**src/design/lac_pkg.sv**
```systemverilog
// ----------------------------------------------------------------------------
// lac_pkg
// Shared types, register codes, color constants and helper functions of the
// layered alpha compositor.
// ----------------------------------------------------------------------------
`default_nettype none

package lac_pkg;

    localparam int CFG_IDX_W  = 2;
    localparam int CFG_DATA_W = 13;
    localparam int CFG_W      = 13;

    localparam logic [CFG_IDX_W-1:0] REG_SCREEN_WIDTH  = 2'd0;
    localparam logic [CFG_IDX_W-1:0] REG_SCREEN_HEIGHT = 2'd1;
    localparam logic [CFG_IDX_W-1:0] REG_PIXEL_FORMAT  = 2'd2;

    localparam logic [CFG_W-1:0] RST_SCREEN_WIDTH  = 13'd1024;
    localparam logic [CFG_W-1:0] RST_SCREEN_HEIGHT = 13'd768;

    localparam logic FMT_RGB = 1'b0;

    localparam int QUOT_BITS   = 8;
    localparam int DIV_STAGES  = QUOT_BITS + 1;
    localparam int PIPE_STAGES = 20;
    localparam int NUM_LAYERS  = 4;

    localparam int LAYER_BACK    = 0;
    localparam int LAYER_FRONT   = 1;
    localparam int LAYER_TASKBAR = 2;
    localparam int LAYER_CURSOR  = 3;

    localparam int ACCENT_ROW_PCT  = 52;
    localparam int ACCENT_GAP      = 38;
    localparam int ACCENT_A_LO_PCT = 18;
    localparam int ACCENT_A_HI_PCT = 90;
    localparam int ACCENT_B_LO_PCT = 22;
    localparam int ACCENT_B_HI_PCT = 84;

    localparam int SCALED_W    = 20;
    localparam int RECIP_W     = 18;
    localparam int RECIP_100   = 167772;
    localparam int RECIP_SHIFT = 24;
    localparam int QUOT100_W   = 14;

    typedef struct packed {
        logic [7:0] r;
        logic [7:0] g;
        logic [7:0] b;
    } rgb_t;

    typedef logic [NUM_LAYERS-1:0][31:0] layer_set_t;

    typedef struct packed {
        logic [CFG_W-1:0] row_a;
        logic [CFG_W-1:0] row_b;
        logic [CFG_W-1:0] col_a_lo;
        logic [CFG_W-1:0] col_a_hi;
        logic [CFG_W-1:0] col_b_lo;
        logic [CFG_W-1:0] col_b_hi;
    } accent_t;

    localparam rgb_t GRAD_TOP = '{r: 8'd11, g: 8'd79, b: 8'd130};
    localparam rgb_t GRAD_BOT = '{r: 8'd6, g: 8'd27, b: 8'd49};
    localparam rgb_t ACCENT_A = '{r: 8'd56, g: 8'd126, b: 8'd164};
    localparam rgb_t ACCENT_B = '{r: 8'd42, g: 8'd104, b: 8'd146};

    function automatic logic [7:0] div255(input logic [15:0] v);
        logic [16:0] s;
        s = {1'b0, v} + 17'd1 + {9'd0, v[15:8]};
        return s[15:8];
    endfunction

    function automatic logic [15:0] grad_num(input logic [7:0] top, input logic [7:0] bot,
                                              input logic [7:0] t);
        logic [7:0] diff;
        diff = top - bot;
        return ({8'd0, top} * 16'd255) - ({8'd0, diff} * {8'd0, t});
    endfunction

endpackage

`default_nettype wire

```
**src/design/lac_row_div.sv**
```systemverilog
// ----------------------------------------------------------------------------
// lac_row_div
// Pipelined restoring divider for the gradient position: row*255 over the
// screen height, with a saturation check and one quotient bit per stage.
// ----------------------------------------------------------------------------
`default_nettype none

module lac_row_div import lac_pkg::*; #(
    parameter int COORD_BITS = 12
) (
    input  logic                  clk,
    input  logic                  en,
    input  logic [CFG_W-1:0]      screen_height,
    input  logic [COORD_BITS+7:0] num_in,
    input  logic [COORD_BITS-1:0] x_in,
    input  logic [COORD_BITS-1:0] y_in,
    input  layer_set_t            layers_in,
    output logic [QUOT_BITS-1:0]  quot_out,
    output logic                  sat_out,
    output logic [COORD_BITS-1:0] x_out,
    output logic [COORD_BITS-1:0] y_out,
    output layer_set_t            layers_out
);

    localparam int NUM_W = COORD_BITS + 8;
    localparam int DEN_W = CFG_W + QUOT_BITS;
    localparam int WW    = (NUM_W > DEN_W) ? NUM_W : DEN_W;

    logic [CFG_W-1:0]      den;
    logic [WW-1:0]         rem_reg [0:DIV_STAGES-1];
    logic [QUOT_BITS-1:0]  quot_reg [0:DIV_STAGES-1];
    logic                  sat_reg [0:DIV_STAGES-1];
    logic [COORD_BITS-1:0] x_reg [0:DIV_STAGES-1];
    logic [COORD_BITS-1:0] y_reg [0:DIV_STAGES-1];
    layer_set_t            layers_reg [0:DIV_STAGES-1];

    assign den = (screen_height == '0) ? CFG_W'(1) : screen_height;

    always_ff @(posedge clk)
    begin
        if (en)
        begin
            rem_reg[0]    <= WW'(num_in);
            sat_reg[0]    <= WW'(num_in) >= (WW'(den) << QUOT_BITS);
            quot_reg[0]   <= '0;
            x_reg[0]      <= x_in;
            y_reg[0]      <= y_in;
            layers_reg[0] <= layers_in;
        end
    end

    for (genvar j = 1; j < DIV_STAGES; j++)
    begin : g_step
        localparam int K = QUOT_BITS - j;
        logic [WW-1:0]        dsh;
        logic                 fit;
        logic [QUOT_BITS-1:0] quot_next;

        assign dsh       = WW'(den) << K;
        assign fit       = rem_reg[j-1] >= dsh;
        assign quot_next = quot_reg[j-1] | (QUOT_BITS'(fit) << K);

        always_ff @(posedge clk)
        begin
            if (en)
            begin
                rem_reg[j]     <= fit ? (rem_reg[j-1] - dsh) : rem_reg[j-1];
                quot_reg[j]    <= quot_next;
                sat_reg[j]     <= sat_reg[j-1];
                x_reg[j]       <= x_reg[j-1];
                y_reg[j]       <= y_reg[j-1];
                layers_reg[j]  <= layers_reg[j-1];
            end
        end
    end

    assign quot_out   = quot_reg[DIV_STAGES-1];
    assign sat_out    = sat_reg[DIV_STAGES-1];
    assign x_out      = x_reg[DIV_STAGES-1];
    assign y_out      = y_reg[DIV_STAGES-1];
    assign layers_out = layers_reg[DIV_STAGES-1];

endmodule

`default_nettype wire

```
**config.mk**
```make
export PLATFORM = sky130hd
export DESIGN_NAME = lac_row_div
export DESIGN_NICKNAME = d
export VERILOG_FILES = /design/src/design/lac_pkg.sv /design/src/design/lac_row_div.sv
export SDC_FILE = /design/constraint.sdc
export NUM_CORES = 1
export LEC_CHECK = 0
export BUFFER_PORTS_ARGS = -buffer_cell sky130_fd_sc_hd__buf_2
export CAP_MARGIN = 20
export CORE_MARGIN = 2
export CORE_UTILIZATION = 64
export DETAILED_ROUTE_END_ITERATION = 6
export PLACE_DENSITY_LB_ADDON = 0.12
export REMOVE_ABC_BUFFERS = 1
export SLEW_MARGIN = 30
export SYNTH_ARGS = -nofsm -noshare
export SYNTH_HDL_FRONTEND = slang
export SYNTH_SLANG_ARGS = --single-unit
```
**constraint.sdc**
```tcl
create_clock -name clk -period 7.4 [get_ports clk]
set_input_delay 0.37 -clock clk [delete_from_list [all_inputs] [get_ports clk]]
set_output_delay 0.37 -clock clk [all_outputs]
set_load 0.02 [all_outputs]
```
==> impl_results.md, run 1 <==
* Post-synthesis compound-gate area fraction at 3.751%
* Clock-pin slew on the worst setup and hold paths at 0.06 ns
* Die area at 0.08857 mm2
* Peak supply drop at 0.0002440 V
* Synth area leader: edfxtp_1
* Vias in the first global route at 24560
* Post-route cell area at between 0.06 and 0.07 mm2
* EDFF count, synth at 1580
* Setup bufs post-CTS at 0
* Grt ovf at 0
* Initial antenna violation count at 5
* Clock root buffer: clkbuf_16
* Max FO, Critical Path at 14
* Min Hold Slack at between 0.1 and 0.15 ns
* DIE WIDTH at 297.6 um
* Min Clock Period, post-route at 4.171 ns
* Top cell type's share of synthesized area at 86.00%
* First-pass GRT wire length at approximately 140000 um
* Initial DRC count at 2027
* Worst-margin pin slew at between 0.9 and 1 ns
* CTS Buffer Depth at 3
* Die H at 297.6 um
* Area post-placement at 0.05746 mm2
* Max-slew headroom at 37.44%
* CTS HTree Levels at 4
* CTS tree: yes
* Port bufs at 347
* DR DRC count at 0
* Critical R2R Launch: rem_reg[0][127]$_DFFE_PP_
* Largest net degree at the start of global routing at 188
* Setup CP Type: in -> reg
* Drt pass-1 iters at 5
* Pins Over Slew Limit at 0
* Nets at 3490
* Worst Hold Endpoint: layers_reg[0][54]$_DFFE_PP_
* Mux share of post-synthesis cell area at 0.9707%
* Gpl congestion at 0.8407
* Clock Skews at 0.02809 ns
* F_max at 239.8 MHz
* Power Total at approximately 21 mW
* Global Route Usage Sum at 20.98%
* Hold path depth at 1
* Syn avg cell area at around 21 um2
* Sequential-to-total area share from yosys stat at between 80 and 90%
* R2R Path End: rem_reg[0][151]$_DFFE_PP_
* Lkg Pwr at roughly 23 nW
* RSZ-0062 raised after global routing: no
* Layout cells sized above 1 at 19.13%
* Finished Layout Cells at between 4000 and 5000
* Synth Instances at 2647
* P&R area growth vs syn at 16.30%
* Dpl cells at 3995
* Final setup violation count at 0
* Num CTS Buffers at about 150
* Max reg flops at 1152
* Max Cap Viol at 0
* Vias per Instance at about 5.4
* Core area at 0.08528 mm2
* Sum Neg Setup Slack at 0 ns
* Initial Util at 64.69%
* DP Wirelength at 49860 um
* IO Pins at 348
* Post-Syn Area at 0.05517 mm2
* Synth Area in Adders at around 3.0%
* R2r setup slk at 3.60 ns
* Critical Path RT at 7.88 ns
* Synth area leaders: edfxtp_1 (86%), ha_1 (2.7%), buf_4 (1.9%)
* R2r worst-path depth at 11
* Routed length per placed instance at 20.62 um
* Final hold vios at 0
* Status: completed
* Critical path startpoint category: input pin
* Post-synthesis xor/xnor area fraction at 1.207%
* Pwr Density at roughly 320 mW/mm2
* YS warnings at 0
* Post-synth top flop: edfxtp_1
* Post-synthesis simple-gate area fraction at 2.674%
* HP Start: en
* Crit path capture type: flip-flop
* Arrival time of the worst setup path at between 4 and 5 ns
* Remaining antenna violation count at 0
* Commonest cells in the synthesized netlist: edfxtp_1 (1580), buf_4 (140), ha_1 (119)
* Fin crit share at between 50% and 60%
* Netlist cell types at 67
* Worst min path class: in -> reg
* Main combinational cell family by area after synthesis: compound AO/OA/AOI/OAI gates
* Clock Latency Late Sink at about 0.75 ns
* Num rows at 107
* Post-synthesis register bit count at 1580
* # clock sinks at between 1500 and 2000
* Most frequent cell after synthesis: edfxtp_1
* Via count at 24090
* Async set-reset flop share out of synthesis at 0%
* Detailed Route WL at roughly 92000 um
## timing repair
action / CTS / global route
hold buffers: 172 / 0
endpoints found under the hold margin: 172 / 0
resized for setup: 0 / 0
## how the worst max path moves through the flow
stage | cells past startpoint | end | start | slack (ns)
after global routing | 13 | rem_reg[0][152]$_DFFE_PP_ | screen_height[1] | 2.97
after detailed placement | 13 | rem_reg[0][152]$_DFFE_PP_ | screen_height[1] | 2.59
after global placement | 13 | rem_reg[0][151]$_DFFE_PP_ | screen_height[1] | 2.77
after CTS | 13 | rem_reg[0][149]$_DFFE_PP_ | screen_height[1] | 3.37
final | 13 | rem_reg[0][151]$_DFFE_PP_ | screen_height[1] | 3.23
after floorplan | 11 | rem_reg[0][69]$_DFFE_PP_ | screen_height[8] | 3.07
## logic make-up (layout without fill, tap and decap cells)
kind of cell / Yosys count / after routing
other: 0 / 2
and+or+nand+nor: 296 / 296
buffers and inverters: 213 / 860
xor gates and xnor gates: 76 / 76
muxes: 46 / 46
AOI/OAI and AO/OA: 310 / 310
DFF: 1580 / 1580
adders and majority gates: 126 / 126
## layer usage
layer	GRT usage (%)	up-vias	share of wire (%)	routed length [um]
met5	0	-	0.045	41
met2	35.99	717	52	47820
met4	7.239	6	2.6	2356
li1	-	11340	-	-
met1	27.31	11870	40	36940
met3	3.856	158	4.8	4390
## where the power goes
part	internal [mW]	switching, mW
registers	10.8	0.321
logic	0.885	1.17
clock network	4.43	3.16
## critical path, stage by stage
cell and delay [ns]:
buf_2 0.22, nor4_1 0.39, a31o_2 0.45, ha_1 0.24, inv_1 0.06, fa_1 0.41
a21o_1 0.22, a221oi_1 0.40, o21bai_1 0.18, o21ai_0 0.37, o21ai_0 0.30, a31oi_4 0.63
mux2_2 0.40
## metrics by stage
| stage | util (%) | setup slack, ns |
|---|---|---|
| global route | 75.23 | 2.972 |
| finish | 75.23 | 3.229 |
| CTS | 75.12 | 3.372 |
| floorplan | - | 3.074 |
| global placement | 67.34 | 2.767 |
| detailed placement | 67.38 | 2.590 |
## layout by cell type, fill, tap and decap left out, types with 8 or more instances in the layout
cell type / synthesis / layout
a21o_1: 27 / 27
o21ai_0: 95 / 95
nand4_1: 11 / 11
buf_2: 6 / 346
inv_1: 53 / 53
nand2b_1: 17 / 17
a211oi_1: 11 / 11
o31ai_1: 10 / 10
bufinv_16: 0 / 16
o21a_1: 27 / 26
a31oi_1: 11 / 11
edfxtp_1: 1580 / 1580
clkinv_1: 0 / 23
buf_4: 140 / 8
nor2b_1: 20 / 20
xor2_1: 38 / 38
nor3_1: 20 / 19
nor4_1: 19 / 19
ha_1: 119 / 119
dlygate4sd3_1: 0 / 172
o31a_1: 14 / 14
nor2_1: 66 / 66
buf_12: 1 / 9
clkbuf_16: 0 / 156
mux2_2: 32 / 32
nand2_1: 81 / 81
clkinv_2: 0 / 24
clkbuf_1: 13 / 39
a21oi_1: 51 / 50
xnor2_1: 38 / 38
nand3_1: 19 / 19
## final cells by class
cell class	count	area, um2
flip-flops and latches	1580	47450
fillers	4671	21120
multi-input cells	854	6392
clock buffers	195	4050
repair buffers	539	3804
well taps	1144	1431
clock inverters	73	833.3
inverters	53	198.9
diodes	2	5.005
No activity file was read; power rests on OpenSTA's default activity.
==> run 2, diff against run 1 <==
--- a/config.mk
+++ b/config.mk
@@ -8,7 +8,7 @@
 export BUFFER_PORTS_ARGS = -buffer_cell sky130_fd_sc_hd__buf_2
 export CAP_MARGIN = 20
 export CORE_MARGIN = 2
-export CORE_UTILIZATION = 64
+export CORE_UTILIZATION = 60
 export DETAILED_ROUTE_END_ITERATION = 6
 export PLACE_DENSITY_LB_ADDON = 0.12
 export REMOVE_ABC_BUFFERS = 1
==> constraint.sdc (replaced) <==
create_clock -name clk -period 4.1 [get_ports clk]
set_input_delay 0.205 -clock clk [delete_from_list [all_inputs] [get_ports clk]]
set_output_delay 0.205 -clock clk [all_outputs]
set_load 0.02 [all_outputs]
==> impl_results.md, run 2 (synthesized netlist as in run 1, its figures left out) <==
* F_max at 268.3 MHz
* R2R Path End: rem_reg[0][149]$_DFFE_PP_ (was rem_reg[0][151]$_DFFE_PP_)
* Fin crit share at ~90%
* # clock sinks at 1580 (unchanged)
* Initial antenna violation count at 8 (was 5)
* CTS Buffer Depth at 3 (unchanged)
* Most common cell after layout, fill and taps aside: edfxtp_1 (unchanged)
* Nets at 3543 (was 3490)
* Lkg Pwr at 23.13 nW (was 22.94 nW)
* Clock root buffer: clkbuf_16 (unchanged)
* DR DRC count at 0 (unchanged)
* DP Worst Slack at 0.1166 ns (was 2.590 ns)
* Setup bufs post-CTS at 0 (unchanged)
* Most frequent cells in the layout: edfxtp_1 (1580), buf_2 (346), dlygate4sd3_1 (174) (was edfxtp_1 (1580), buf_2 (346), dlygate4sd3_1 (172))
* Num rows at 111 (was 107)
* Sum Neg Setup Slack at 0 ns (unchanged)
* Crit path capture type: flip-flop (unchanged)
* Largest net degree at the start of global routing at 128 (was 188)
* Vias in the first global route at 24270 (was 24560)
* Final hold vios at 0 (unchanged)
* Worst stage delay on the critical path at 0.53 ns (was 0.63 ns)
* Cell mode on critical path: o21ai_0 (unchanged)
* Remaining antenna violation count at 0 (unchanged)
* IO Pins at 348 (unchanged)
* Die area at 0.09439 mm2 (was 0.08857 mm2)
* Final setup violation count at 0 (unchanged)
* R2r worst-path depth at 12 (was 11)
* Initial Util at 60.37% (was 64.69%)
* Max Cap Viol at 0 (unchanged)
* Area post-placement at 0.05793 mm2 (was 0.05746 mm2)
* Clock-pin slew on the worst setup and hold paths at 0.07 ns (was 0.06 ns)
* Hold path depth at 2 (was 1)
* Peak supply drop at 0.0004724 V (was 0.0002440 V)
* First-pass GRT wire length at 132000 um (was 140200 um)
* Routed length per placed instance at 19.01 um (was 20.62 um)
* Drt pass-1 iters at 5 (unchanged)
* Max-slew headroom at 42.65% (was 37.44%)
* DIE WIDTH at 307.2 um (was 297.6 um)
* Gpl congestion at 0.8333 (was 0.8407)
* Min Clock Period, post-route at 3.727 ns
* CTS tree: yes (unchanged)
* Num CTS Buffers at 153 (was 149)
* HP Start: y_in[0] (was en)
* Critical path startpoint category: input pin (unchanged)
* Clock Skews at 0.02307 ns (was 0.02809 ns)
* CP Cell Sequence: dlygate4sd3_1 > buf_2 > nor4_1 > a31o_2 > ha_1 > inv_1 > fa_1 > a21o_1 > a221oi_1 > o21bai_1 > o21ai_0 > o21ai_0 > a31oi_4 > buf_12 > mux2_2 (was buf_2 > nor4_1 > a31o_2 > ha_1 > inv_1 > fa_1 > a21o_1 > a221oi_1 > o21bai_1 > o21ai_0 > o21ai_0 > a31oi_4 > mux2_2)
* Setup CP Type: in -> reg (unchanged)
* Max reg flops at 1152 (unchanged)
* Final worst setup slack at 0.3727 ns (was 3.229 ns)
* Worst min path class: in -> reg (unchanged)
* Vias per Instance at 5.281 (was 5.425)
* Slowest cell on crit path: dlygate4sd3_1 (was a31oi_4)
* Via count at 23960 (was 24090)
* Pins Over Slew Limit at 0 (unchanged)
* DP Wirelength at 53470 um (was 49860 um)
* Die H at 307.2 um (was 297.6 um)
* Core area at 0.09139 mm2 (was 0.08528 mm2)
* Grt ovf at 0 (unchanged)
* RSZ-0062 raised after global routing: no (unchanged)
* Post-route cell area at 0.06452 mm2 (was 0.06416 mm2)
* CTS HTree Levels at 4 (unchanged)
* Min Hold Slack at 0.1699 ns (was 0.1146 ns)
* Initial DRC count at 1906 (was 2027)
* Finished Layout Cells at 4537 (was 4440)
* Detailed Route WL at 86250 um (was 91550 um)
* P&R area growth vs syn at 16.94% (was 16.30%)
* Global Route Usage Sum at 18.43% (was 20.98%)
* Worst-margin pin slew at 0.8603 ns (was 0.9383 ns)
* Diodes inserted at 0 (was 2)
* Critical R2R Launch: rem_reg[0][127]$_DFFE_PP_ (unchanged)
* Final core occ at 70.60% (was 75.23%)
* Pwr Density at 575.1 mW/mm2 (was 323.3 mW/mm2)
* Layout cells sized above 1 at 20.20% (was 19.13%)
* Status: completed (unchanged)
* Fillers at 5561 (was 4671)
* Critical Path RT at 4.58 ns (was 7.88 ns)
* Port bufs at 347 (unchanged)
* Arrival time of the worst setup path at 4.21 ns (was 4.65 ns)
* Max FO, Critical Path at 14 (unchanged)
* Clock Latency Late Sink at 0.74 ns (was 0.75 ns)
* Power Total at 37.11 mW (was 20.74 mW)
* Dpl cells at 4087 (was 3995)
* Worst Hold Endpoint: y_reg[0][0]$_DFFE_PP_ (was layers_reg[0][54]$_DFFE_PP_)
* R2r setup slk at 0.58 ns (was 3.60 ns)
## run 2: changes by cell type in the layout (fill, tap and decap cells not counted), moves of 4 or more
cell / delta
buf_4: +46
clkinv_1: +10
buf_12: +5
bufinv_16: -5
clkinvlp_4: +5
buf_16: -4
## run 2: worst max path at each step
stage	from	to	slack, ns	depth (start not counted)
3_5_place_dp	screen_height[4]	rem_reg[0][149]$_DFFE_PP_	0.12	14
6_report	screen_height[12]	rem_reg[0][149]$_DFFE_PP_	0.37	15
5_1_grt	screen_height[12]	rem_reg[0][149]$_DFFE_PP_	0.15	15
2_1_floorplan	screen_height[8]	rem_reg[0][69]$_DFFE_PP_	-0.06	11
4_1_cts	screen_height[12]	rem_reg[0][149]$_DFFE_PP_	0.46	15
3_3_place_gp	screen_height[11]	rem_reg[0][151]$_DFFE_PP_	0.25	14
## run 2: area by class of cell
cell class	count	area, um2	share of cell area [%]
multi-input cells	854	6384	9.894
well taps	1186	1484	2.300
repair buffers	588	4159	6.446
clock inverters	82	757.0	1.173
inverters	53	198.9	0.3084
clock buffers	194	4089	6.338
flip-flops and latches	1580	47450	73.54
## run 2: what timing repair did
| item | in CTS | in global routing |
|---|---|---|
| hold endpoints to repair | 227 | 0 |
| hold buffers | 174 | 0 |
| resized for setup | 0 | 0 |
## run 2: power breakdown
group | internal, mW | leakage (nW) | total [mW] | switching, mW
Sequential | 19.4 | 15.4 | 20.0 | 0.541
Clock | 7.77 | 2.34 | 13.4 | 5.60
Combinational | 1.65 | 5.36 | 3.75 | 2.10
## run 2: layer usage
layer	wire length [um]	vias to the layer above	global-route usage, %
li1	-	11470	-
met1	36710	11750	24.09
met2	43390	543	30.75
met3	3803	176	4.026
met4	2245	16	6.852
met5	98	-	0
## run 2: worst max-delay path: cells and delay by family
kind | cells | cell delay (ns)
mux | 1 | 0.35
fa+ha+maj | 2 | 0.61
buf+inv | 4 | 0.92
simple gates | 1 | 0.20
compound gates | 7 | 1.92
