### config.mk
export PLATFORM = sky130hd
export DESIGN_NAME = lac_background
export DESIGN_NICKNAME = d
export VERILOG_FILES = /design/src/design/lac_pkg.sv /design/src/design/lac_background.sv
export SDC_FILE = /design/constraint.sdc
export NUM_CORES = 1
export LEC_CHECK = 0
export ABC_CLOCK_PERIOD_IN_PS = 4940
export BUFFER_PORTS_ARGS = -buffer_cell sky130_fd_sc_hd__buf_4
export CAP_MARGIN = 20
export CORE_MARGIN = 2
export CORE_UTILIZATION = 43
export CTS_CLUSTER_SIZE = 40
export DETAILED_ROUTE_END_ITERATION = 12
export PLACE_DENSITY = 0.69
export SLEW_MARGIN = 40
export SYNTH_ARGS = -nofsm -noshare
export SYNTH_HDL_FRONTEND = slang
export SYNTH_SLANG_ARGS = --single-unit
### constraint.sdc
create_clock -name clk -period 4.94 [get_ports clk]
set_input_delay 0.741 -clock clk [delete_from_list [all_inputs] [get_ports clk]]
set_output_delay 0.741 -clock clk [all_outputs]
set_load 0.02 [all_outputs]
### src/design/lac_pkg.sv
// ----------------------------------------------------------------------------
// lac_pkg
// Shared types, register codes, color constants and helper functions of the
// layered alpha compositor.
// ----------------------------------------------------------------------------
`default_nettype none

package lac_pkg;

    localparam int CFG_IDX_W  = 2;
    localparam int CFG_DATA_W = 13;
    localparam int CFG_W      = 13;

    localparam logic [CFG_IDX_W-1:0] REG_SCREEN_WIDTH  = 2'd0;
    localparam logic [CFG_IDX_W-1:0] REG_SCREEN_HEIGHT = 2'd1;
    localparam logic [CFG_IDX_W-1:0] REG_PIXEL_FORMAT  = 2'd2;

    localparam logic [CFG_W-1:0] RST_SCREEN_WIDTH  = 13'd1024;
    localparam logic [CFG_W-1:0] RST_SCREEN_HEIGHT = 13'd768;

    localparam logic FMT_RGB = 1'b0;

    localparam int QUOT_BITS   = 8;
    localparam int DIV_STAGES  = QUOT_BITS + 1;
    localparam int PIPE_STAGES = 20;
    localparam int NUM_LAYERS  = 4;

    localparam int LAYER_BACK    = 0;
    localparam int LAYER_FRONT   = 1;
    localparam int LAYER_TASKBAR = 2;
    localparam int LAYER_CURSOR  = 3;

    localparam int ACCENT_ROW_PCT  = 52;
    localparam int ACCENT_GAP      = 38;
    localparam int ACCENT_A_LO_PCT = 18;
    localparam int ACCENT_A_HI_PCT = 90;
    localparam int ACCENT_B_LO_PCT = 22;
    localparam int ACCENT_B_HI_PCT = 84;

    localparam int SCALED_W    = 20;
    localparam int RECIP_W     = 18;
    localparam int RECIP_100   = 167772;
    localparam int RECIP_SHIFT = 24;
    localparam int QUOT100_W   = 14;

    typedef struct packed {
        logic [7:0] r;
        logic [7:0] g;
        logic [7:0] b;
    } rgb_t;

    typedef logic [NUM_LAYERS-1:0][31:0] layer_set_t;

    typedef struct packed {
        logic [CFG_W-1:0] row_a;
        logic [CFG_W-1:0] row_b;
        logic [CFG_W-1:0] col_a_lo;
        logic [CFG_W-1:0] col_a_hi;
        logic [CFG_W-1:0] col_b_lo;
        logic [CFG_W-1:0] col_b_hi;
    } accent_t;

    localparam rgb_t GRAD_TOP = '{r: 8'd11, g: 8'd79, b: 8'd130};
    localparam rgb_t GRAD_BOT = '{r: 8'd6, g: 8'd27, b: 8'd49};
    localparam rgb_t ACCENT_A = '{r: 8'd56, g: 8'd126, b: 8'd164};
    localparam rgb_t ACCENT_B = '{r: 8'd42, g: 8'd104, b: 8'd146};

    function automatic logic [7:0] div255(input logic [15:0] v);
        logic [16:0] s;
        s = {1'b0, v} + 17'd1 + {9'd0, v[15:8]};
        return s[15:8];
    endfunction

    function automatic logic [15:0] grad_num(input logic [7:0] top, input logic [7:0] bot,
                                              input logic [7:0] t);
        logic [7:0] diff;
        diff = top - bot;
        return ({8'd0, top} * 16'd255) - ({8'd0, diff} * {8'd0, t});
    endfunction

endpackage

`default_nettype wire

### src/design/lac_background.sv
// ----------------------------------------------------------------------------
// lac_background
// Vertical gradient color from the row position, overridden by the two
// accent lines, over two pipeline stages.
// ----------------------------------------------------------------------------
`default_nettype none

module lac_background import lac_pkg::*; #(
    parameter int COORD_BITS = 12
) (
    input  logic                  clk,
    input  logic                  en,
    input  accent_t               accent,
    input  logic [QUOT_BITS-1:0]  quot_in,
    input  logic                  sat_in,
    input  logic [COORD_BITS-1:0] x_in,
    input  logic [COORD_BITS-1:0] y_in,
    input  layer_set_t            layers_in,
    output rgb_t                  rgb_out,
    output layer_set_t            layers_out
);

    localparam int CMP_W = (COORD_BITS > CFG_W) ? COORD_BITS : CFG_W;

    logic [7:0]  t;
    logic        on_a;
    logic        on_b;
    logic [15:0] num_r_reg;
    logic [15:0] num_g_reg;
    logic [15:0] num_b_reg;
    logic        on_a_reg;
    logic        on_b_reg;
    layer_set_t  layers_a_reg;
    rgb_t        rgb_reg;
    layer_set_t  layers_b_reg;

    assign t = sat_in ? 8'hFF : quot_in;

    assign on_a = (CMP_W'(y_in) == CMP_W'(accent.row_a)) &&
                  (CMP_W'(x_in) > CMP_W'(accent.col_a_lo)) &&
                  (CMP_W'(x_in) < CMP_W'(accent.col_a_hi));
    assign on_b = (CMP_W'(y_in) == CMP_W'(accent.row_b)) &&
                  (CMP_W'(x_in) > CMP_W'(accent.col_b_lo)) &&
                  (CMP_W'(x_in) < CMP_W'(accent.col_b_hi));

    always_ff @(posedge clk)
    begin
        if (en)
        begin
            num_r_reg    <= grad_num(GRAD_TOP.r, GRAD_BOT.r, t);
            num_g_reg    <= grad_num(GRAD_TOP.g, GRAD_BOT.g, t);
            num_b_reg    <= grad_num(GRAD_TOP.b, GRAD_BOT.b, t);
            on_a_reg     <= on_a;
            on_b_reg     <= on_b;
            layers_a_reg <= layers_in;

            if (on_b_reg)
                rgb_reg <= ACCENT_B;
            else if (on_a_reg)
                rgb_reg <= ACCENT_A;
            else
                rgb_reg <= '{r: div255(num_r_reg), g: div255(num_g_reg),
                             b: div255(num_b_reg)};
            layers_b_reg <= layers_a_reg;
        end
    end

    assign rgb_out    = rgb_reg;
    assign layers_out = layers_b_reg;

endmodule

`default_nettype wire

==> results of run 1 <==
[through the flow]
stage                     power [W]  instances  worst slack [ns]  area (um^2)
after global routing        0.00802       1800             0.684        18700
final                       0.00760       1801             0.918        18700
after floorplan             0.00455        905             0.677        14000
after detailed placement    0.00518       1739             0.419        17600
after CTS                   0.00770       1800             0.947        18700
after global placement      0.00512       1738             0.456        17500
[kinds of logic (layout without fill, tap and decap cells)]
kind of cell,count (synthesis),after routing,share of synthesized area [%]
DFF,320,320,68.7
other,1,3,0.0268
AOI/OAI and AO/OA,132,132,6.27
buffers and inverters,119,572,3.25
and+or+nand+nor,128,128,4.77
adders and majority gates,133,133,12.5
xor gates and xnor gates,71,71,4.50
[power groups by stage]
stage	clock, W	sequential [W]	combinational (W)
finish	0.00249	0.00351	0.00160
global route	0.00267	0.00354	0.00181
CTS	0.00256	0.00352	0.00163
detailed placement	0	0.00357	0.00161
global placement	0	0.00356	0.00156
floorplan	0	0.00364	0.000912
[cells in the final DEF, fill, tap and decap left out, drive strengths merged, types with 19 or more instances in the layout]
cell type    n
a21o        19
clkbuf      37
inv        119
nor2        33
o21ai       28
nand2       25
a21oi       42
xor2        42
ha         121
xnor2       29
buf        396
edfxtp     320
[cells in the mapped netlist, drive strengths merged (7+ instances only)]
library cell  count
nor3              7
nand3             8
a21oi            42
o21ai            28
inv             115
edfxtp          320
nand2            25
nor2             33
nand4             9
o21a             11
xnor2            29
a21o             19
nand2b           12
or2              10
ha              121
fa               12
xor2             42
[how the worst max path moves through the flow]
stage,end,start,slack (ns),depth (start not counted)
CTS,num_b_reg[14],sat_in,0.95,14
global placement,num_b_reg[14],sat_in,0.46,14
detailed placement,num_b_reg[14],sat_in,0.42,14
finish,num_b_reg[14],sat_in,0.92,14
global route,num_b_reg[14],sat_in,0.68,14
floorplan,num_b_reg[14],sat_in,0.68,14
[layout make-up]
type / count / area [um^2] / share of cell area [%]
clock buffer: 37 / 862 / 4.62
antenna: 1 / 2.50 / 0.0134
inverter: 115 / 432 / 2.31
timing repair buffer: 396 / 3030 / 16.2
clock inverter: 24 / 248 / 1.33
tap: 442 / 553 / 2.96
multi-input combinational: 466 / 3940 / 21.1
sequential: 320 / 9610 / 51.5
[metal layers]
layer  vias up  GRT usage (%)  wire, um
li1       4163              -         -
met1      4092           20.3     11600
met2       293           33.4     16400
met3        45           4.64      2580
met4         0           5.02       656
met5         -              0         0
[worst reg2reg max path, stage by stage (launching register included)]
cell	delay [ns]
edfxtp_1	0.47
ha_1	0.33
a21o_1	0.19
a21oi_1	0.17
o21ai_0	0.12
o21a_1	0.25
and4_1	0.25
xnor2_1	0.13
nand2_1	0.06
==> flow_results.xml, run 1 <==
<?xml version="1.0" encoding="UTF-8"?>
<metrics>
  <group name="worst_setup_path">
    <metric name="crit_arrival" unit="ns">4.27</metric>
    <metric name="worstRegToRegCells" unit="">8</metric>
    <metric name="critical_path.most_common_cell" unit="">ha_1</metric>
    <metric name="critical_path_required" unit="ns">5.19</metric>
    <metric name="worst_setup_path_start_kind" unit="">input port</metric>
    <metric name="worst_path_buffer_plus_inverter_count" unit="">2</metric>
    <metric name="timing.critical_path.cells" unit="">buf_4, or2_2, ha_1, fa_1, ha_1, fa_1, inv_1, ha_1, a21oi_1, o21ai_1, a41oi_1, o21ai_0, a21oi_1, xnor2_1</metric>
    <metric name="critical-path-max-stage-delay" unit="ns">0.54</metric>
    <metric name="critical_path_top_delay_cell" unit="">fa_1</metric>
    <metric name="crit_fanout" unit="">13</metric>
    <metric name="cp-end-kind" unit="">register</metric>
    <metric name="rr_endpoint" unit="">rgb_out[14]</metric>
    <metric name="path_delay_family" unit="">adder cells</metric>
    <metric name="critical_path_class" unit="">in -&gt; reg</metric>
    <metric name="crit-reg2reg-launch" unit="">num_b_reg[0]</metric>
    <metric name="ff2ff_setup_slack" unit="ns">2.69</metric>
  </group>
  <group name="min_path">
    <metric name="worst_hold_path.num_cells" unit="">1</metric>
    <metric name="hp-class" unit="">in -&gt; reg</metric>
    <metric name="hold-path-endpoint" unit="">layers_a_reg[32]</metric>
    <metric name="hold_path_startpoint" unit="">layers_in[32]</metric>
  </group>
  <group name="detailed_routing">
    <metric name="via_per_inst" unit="">4.77</metric>
    <metric name="drt_wl_total" unit="um">31300</metric>
    <metric name="antenna_violating_nets_post_route" unit="">0</metric>
    <metric name="remaining_drc_errors" unit="">0</metric>
    <metric name="dr.pass1.iters" unit="">4</metric>
    <metric name="dr_total_vias" unit="">8593</metric>
    <metric name="drt_iter0_drc" unit="">422</metric>
    <metric name="wl_per_cell" unit="um">17.4</metric>
  </group>
  <group name="global_routing">
    <metric name="grt_pass1_vias" unit="">8624</metric>
    <metric name="grt_antenna_before_repair" unit="">1</metric>
    <metric name="grt_pass1_wl" unit="um">46300</metric>
    <metric name="track_usage" unit="%">18.0</metric>
    <metric name="grt_max_degree" unit="">72</metric>
    <metric name="grt.overflow.total" unit="">0</metric>
  </group>
  <group name="floorplanning">
    <metric name="dieWidth" unit="um">184</metric>
    <metric name="floorplan.initialDensity" unit="%">43.3</metric>
    <metric name="die_height" unit="um">184</metric>
    <metric name="core_area" unit="mm^2">0.0323</metric>
    <metric name="fp.dieArea" unit="mm^2">0.0340</metric>
    <metric name="rows" unit="">66</metric>
    <metric name="num_io_pins" unit="">393</metric>
  </group>
  <group name="power_and_ir_drop">
    <metric name="worst_ir_drop_vdd" unit="mV">0.211</metric>
    <metric name="clock_power_share" unit="%">32.7</metric>
    <metric name="p_leak" unit="nW">8.04</metric>
    <metric name="switching_share" unit="%">26.3</metric>
    <metric name="intPower" unit="W">0.00560</metric>
    <metric name="power_switching" unit="W">0.00200</metric>
    <metric name="power-per-cell-area" unit="mW/mm^2">407</metric>
    <metric name="seqPwrFrac" unit="%">46.2</metric>
    <metric name="comb_power_share" unit="%">21.1</metric>
  </group>
  <group name="synthesis">
    <metric name="synth.top_cell.area_share" unit="%">68.7</metric>
    <metric name="postSynthAreaPerCell" unit="um^2">15.5</metric>
    <metric name="postSynth.topFlopCell" unit="">edfxtp_1</metric>
    <metric name="netlist.top_cell.by_area" unit="">edfxtp_1</metric>
    <metric name="synth.distinct_cells" unit="">57</metric>
    <metric name="synthesis.instances" unit="">904</metric>
    <metric name="cells_taking_the_most_area_after_synthesis" unit="">edfxtp_1 (69%), ha_1 (11%), inv_1 (3.1%), xor2_1 (2.6%), xnor2_1 (1.8%)</metric>
    <metric name="synth-warning-count" unit="">0</metric>
    <metric name="synthArstFlopShare" unit="%">0</metric>
    <metric name="synth-seq-cells" unit="">320</metric>
    <metric name="synth_enable_flop_cells" unit="">320</metric>
    <metric name="sequential_fraction_of_the_synthesis_area" unit="%">68.7</metric>
    <metric name="syn_area" unit="mm^2">0.0140</metric>
  </group>
  <group name="sta">
    <metric name="fmax" unit="MHz">249</metric>
    <metric name="unrepaired_setup_endpoints_after_global_routing" unit="">false</metric>
    <metric name="worst_hold_slack" unit="ns">0.406</metric>
    <metric name="slew_violations" unit="">0</metric>
    <metric name="finalSetupViolCount" unit="">0</metric>
    <metric name="layout_worst_path_cycle_share" unit="%">81.4</metric>
    <metric name="finalHoldViolCount" unit="">0</metric>
    <metric name="timing.slew.headroom" unit="%">62.7</metric>
    <metric name="finalWorstPathRequiredPeriod" unit="ns">4.02</metric>
    <metric name="fin_skew" unit="ns">0.0110</metric>
    <metric name="timing.setup.tns" unit="ns">0</metric>
    <metric name="worst-slew-pin-transition" unit="ns">0.557</metric>
  </group>
  <group name="cts">
    <metric name="cts_made_buffers" unit="">34</metric>
    <metric name="cts.hold.buffers_added" unit="">0</metric>
    <metric name="cts_tree" unit="">yes</metric>
    <metric name="post_cts_resized" unit="">0</metric>
    <metric name="cts_max_level" unit="">2</metric>
    <metric name="postCtsSetupBuffers" unit="">0</metric>
    <metric name="clk-insertion-delay-late" unit="ns">0.51</metric>
    <metric name="worst_setup_hold_path_clk_slew" unit="ns">0.06</metric>
    <metric name="tritoncts_num_sinks" unit="">320</metric>
    <metric name="cts.path.max_buffers" unit="">3</metric>
    <metric name="cts_root_buffer" unit="">clkbuf_16</metric>
  </group>
  <group name="final_layout">
    <metric name="finish.utilization" unit="%">57.8</metric>
    <metric name="n_fill_cell" unit="">2569</metric>
    <metric name="ratio_of_cells_with_drive_above_1_in_the_final_layout" unit="%">35.1</metric>
    <metric name="fin_nets" unit="">1707</metric>
    <metric name="area_delta_synth_final" unit="%">33.4</metric>
  </group>
  <group name="place">
    <metric name="detailed_place_hpwl" unit="um">24600</metric>
    <metric name="place_congestion" unit="">0.834</metric>
    <metric name="placement.io_buffers" unit="">390</metric>
  </group>
  <group name="run_status">
    <metric name="run_status" unit="">finished clean</metric>
  </group>
  <group name="job">
    <metric name="cap_viol_max_count" unit="">0</metric>
  </group>
</metrics>
No activity file was read; power rests on OpenSTA's default activity.
==> inputs of run 2 (changes only) <==
- ABC_AREA: unset -> 1
- ABC_CLOCK_PERIOD_IN_PS: 4940 -> 3600
- PLACE_DENSITY: 0.69 -> 0.71
- clock period: 4.94 -> 3.6 ns (I/O delays scaled with it)
==> run 2 against run 1 <==
Compared with the run above: final area is 2.9% higher; register-to-register slack got worse by 1.0 ns; utilization shrank 0.38 points; critical path type unchanged; largest power group unchanged.
==> flow_results.xml, run 2 <==
<?xml version="1.0" encoding="UTF-8"?>
<metrics>
  <group name="detailed_routing">
    <metric name="via_per_inst" unit="">4.76</metric>
    <metric name="drt_iter0_drc" unit="">580</metric>
    <metric name="remaining_drc_errors" unit="">0</metric>
    <metric name="wl_per_cell" unit="um">16.5</metric>
    <metric name="antenna_violating_nets_post_route" unit="">0</metric>
    <metric name="drt_wl_total" unit="um">33700</metric>
    <metric name="dr.pass1.iters" unit="">4</metric>
    <metric name="dr_total_vias" unit="">9730</metric>
  </group>
  <group name="synthesis">
    <metric name="postSynthAreaPerCell" unit="um^2">12.9</metric>
    <metric name="synth.distinct_cells" unit="">43</metric>
    <metric name="postSynth.topFlopCell" unit="">edfxtp_1</metric>
    <metric name="synthArstFlopShare" unit="%">0</metric>
    <metric name="synth-warning-count" unit="">0</metric>
    <metric name="synthesis.instances" unit="">1124</metric>
    <metric name="synth_enable_flop_cells" unit="">320</metric>
    <metric name="synth-seq-cells" unit="">320</metric>
    <metric name="syn_area" unit="mm^2">0.0145</metric>
    <metric name="synth.most_common_cell" unit="">edfxtp_1</metric>
    <metric name="netlist.top_cell.by_area" unit="">edfxtp_1</metric>
    <metric name="synth.top_cell.area_share" unit="%">66.1</metric>
    <metric name="sequential_fraction_of_the_synthesis_area" unit="%">66.1</metric>
    <metric name="most_frequent_cells_after_synthesis" unit="">edfxtp_1 (320), inv_1 (190), nand2_1 (165)</metric>
    <metric name="cells_taking_the_most_area_after_synthesis" unit="">edfxtp_1 (66%), ha_1 (10%), inv_1 (4.9%), nand2_1 (4.3%), a21oi_1 (2.1%)</metric>
  </group>
  <group name="run_status">
    <metric name="run_status" unit="">finished clean</metric>
  </group>
  <group name="global_routing">
    <metric name="use_met1" unit="%">23.2</metric>
    <metric name="grt_pass1_vias" unit="">9623</metric>
    <metric name="grt_antenna_before_repair" unit="">0</metric>
    <metric name="grt.met3_usage" unit="%">3.13</metric>
    <metric name="grt_max_degree" unit="">91</metric>
    <metric name="grt.overflow.total" unit="">0</metric>
    <metric name="use_met2" unit="%">33.9</metric>
    <metric name="grt_pass1_wl" unit="um">51700</metric>
    <metric name="busiest_layer" unit="">met2</metric>
    <metric name="track_usage" unit="%">18.8</metric>
  </group>
  <group name="cts">
    <metric name="cts_made_buffers" unit="">31</metric>
    <metric name="cts_max_level" unit="">1</metric>
    <metric name="cts_root_buffer" unit="">clkbuf_16</metric>
    <metric name="tritoncts_num_sinks" unit="">320</metric>
    <metric name="cts.hold.buffers_added" unit="">0</metric>
    <metric name="postCtsSetupBuffers" unit="">0</metric>
    <metric name="cts.path.max_buffers" unit="">3</metric>
    <metric name="clk-insertion-delay-late" unit="ns">0.55</metric>
    <metric name="post_cts_resized" unit="">0</metric>
    <metric name="worst_setup_hold_path_clk_slew" unit="ns">0.06</metric>
    <metric name="cts_tree" unit="">yes</metric>
  </group>
  <group name="power_and_ir_drop">
    <metric name="worst_ir_drop_vdd" unit="mV">0.350</metric>
    <metric name="power-per-cell-area" unit="mW/mm^2">535</metric>
    <metric name="p_leak" unit="nW">8.60</metric>
  </group>
  <group name="floorplanning">
    <metric name="fp.dieArea" unit="mm^2">0.0353</metric>
    <metric name="floorplan.initialDensity" unit="%">43.5</metric>
    <metric name="die_height" unit="um">188</metric>
    <metric name="core_area" unit="mm^2">0.0334</metric>
    <metric name="rows" unit="">67</metric>
    <metric name="num_io_pins" unit="">393</metric>
    <metric name="dieWidth" unit="um">188</metric>
  </group>
  <group name="job">
    <metric name="cap_viol_max_count" unit="">0</metric>
  </group>
  <group name="place">
    <metric name="post_dp_cell_area" unit="mm^2">0.0183</metric>
    <metric name="detailed_place_hpwl" unit="um">26200</metric>
    <metric name="place_congestion" unit="">0.903</metric>
    <metric name="placement.io_buffers" unit="">390</metric>
    <metric name="dp_cells" unit="">1991</metric>
    <metric name="place_worst_setup_slack" unit="ns">-0.0581</metric>
  </group>
  <group name="sta">
    <metric name="finalWorstPathRequiredPeriod" unit="ns">3.11</metric>
    <metric name="worst-slew-pin-transition" unit="ns">0.676</metric>
    <metric name="slew_violations" unit="">0</metric>
    <metric name="fin_skew" unit="ns">0.0130</metric>
    <metric name="worst_slack" unit="ns">0.493</metric>
    <metric name="fmax" unit="MHz">322</metric>
    <metric name="unrepaired_setup_endpoints_after_global_routing" unit="">false</metric>
    <metric name="finalHoldViolCount" unit="">0</metric>
    <metric name="layout_worst_path_cycle_share" unit="%">86.3</metric>
    <metric name="finalSetupViolCount" unit="">0</metric>
    <metric name="timing.slew.headroom" unit="%">54.9</metric>
  </group>
  <group name="worst_setup_path">
    <metric name="critical_path_required" unit="ns">3.90</metric>
    <metric name="critical_path_class" unit="">in -&gt; reg</metric>
    <metric name="crit_fanout" unit="">7</metric>
    <metric name="critical-path-max-stage-delay" unit="ns">0.54</metric>
    <metric name="crit_arrival" unit="ns">3.41</metric>
    <metric name="worst_setup_path_start_kind" unit="">input port</metric>
    <metric name="timing.critical_path.cells" unit="">buf_4, nor2_4, inv_1, ha_1, fa_1, ha_1, fa_1, inv_1, ha_4, nand2_1, nor2_1, nand3_1, nand3_1, nand2_1, nand2_1, xor2_1</metric>
    <metric name="cp-end-kind" unit="">register</metric>
    <metric name="worstRegToRegCells" unit="">8</metric>
    <metric name="critical_path.most_common_cell" unit="">nand2_1</metric>
    <metric name="critical_path_top_delay_cell" unit="">fa_1</metric>
  </group>
  <group name="final_layout">
    <metric name="ratio_of_cells_with_drive_above_1_in_the_final_layout" unit="%">30.2</metric>
    <metric name="area_delta_synth_final" unit="%">32.1</metric>
    <metric name="antenna-diode-count" unit="">0</metric>
    <metric name="final_design_area_no_fill" unit="mm^2">0.0192</metric>
    <metric name="finish.utilization" unit="%">57.4</metric>
    <metric name="fin_nets" unit="">1950</metric>
    <metric name="layout.cells.most_common_list" unit="">buf_4 (419), edfxtp_1 (320), inv_1 (190)</metric>
    <metric name="final-instance-count-excl-fill" unit="">2045</metric>
    <metric name="layout.cells.most_common" unit="">buf_4</metric>
  </group>
  <group name="min_path">
    <metric name="hp-class" unit="">in -&gt; reg</metric>
    <metric name="worst_hold_path.num_cells" unit="">1</metric>
  </group>
</metrics>
run 2: cell count changes in the layout (fill, tap and decap cells not counted), moves of 6 or more:
cell | before | now
a21o_1 | 19 | 3
clkinv_2 | 10 | 4
xnor2_1 | 29 | 13
nand2_1 | 25 | 165
or2_2 | 10 | 1
xor2_1 | 41 | 23
nand3_1 | 8 | 45
o21a_1 | 11 | 2
buf_4 | 392 | 419
nand4_1 | 9 | 22
nor2_1 | 32 | 57
a21oi_1 | 38 | 60
inv_1 | 115 | 190
nand2b_1 | 11 | 0
run 2: final timing paths:
kind	startpoint	to	slack [ns]
min reg2reg	layers_a_reg[88]	layers_out[88]	0.41
max reg2reg	num_b_reg[10]	rgb_out[7]	1.69
max	sat_in	num_b_reg[13]	0.49
min	layers_in[107]	layers_a_reg[107]	0.16
run 2: cells by family (layout without fill, tap and decap cells):
| group | after synthesis | count (layout) | synth area share [%] |
|---|---|---|---|
| flip-flops | 320 | 320 | 66.1 |
| AND/OR/NAND/NOR | 320 | 320 | 9.61 |
| buffers and inverters | 195 | 667 | 5.14 |
| adder cells (fa/ha/maj) | 133 | 133 | 12.1 |
| AO/OA/AOI/OAI | 116 | 116 | 4.57 |
| XOR/XNOR | 39 | 39 | 2.50 |
| other | 1 | 2 | 0.0258 |
run 2: power by group:
group | switching (W) | internal, W | leakage (nW) | total (W)
Clock | 0.00129 | 0.00165 | 0.446 | 0.00294
Combinational | 0.00143 | 0.00107 | 5.02 | 0.00251
Sequential | 0.000207 | 0.00462 | 3.13 | 0.00483
run 2: through the flow:
step / power (W) / TNS (ns) / hold WS [ns]
6_report: 0.0103 / 0 / 0.158
5_1_grt: 0.0109 / 0 / 0.120
4_1_cts: 0.0104 / 0 / 0.121
3_5_place_dp: 0.00740 / -0.187 / 0.405
3_3_place_gp: 0.00732 / 0 / 0.400
2_1_floorplan: 0.00647 / 0 / 0.400
run 2: layer usage:
metal	vias up	routed length (um)	share of wire, %
li1	4803	-	-
met1	4581	13800	41
met2	295	17100	51
met3	51	1980	5.9
met4	0	850	2.5
met5	-	0	0
run 2: worst max-delay path: cells and delay by family:
| kind | cells | cell delay [ns] |
|---|---|---|
| XOR/XNOR | 1 | 0.06 |
| adder cells (fa/ha/maj) | 5 | 1.82 |
| buffers and inverters | 3 | 0.28 |
| AND/OR/NAND/NOR | 7 | 0.69 |
run 2: layout make-up:
type,instances,area [um^2]
repair buffers,422,3200
inverters,191,717
flip-flops and latches,320,9610
fillers,2683,14200
clock buffers,38,802
multi-input cells,610,4210
clock inverters,16,113
well taps,448,561
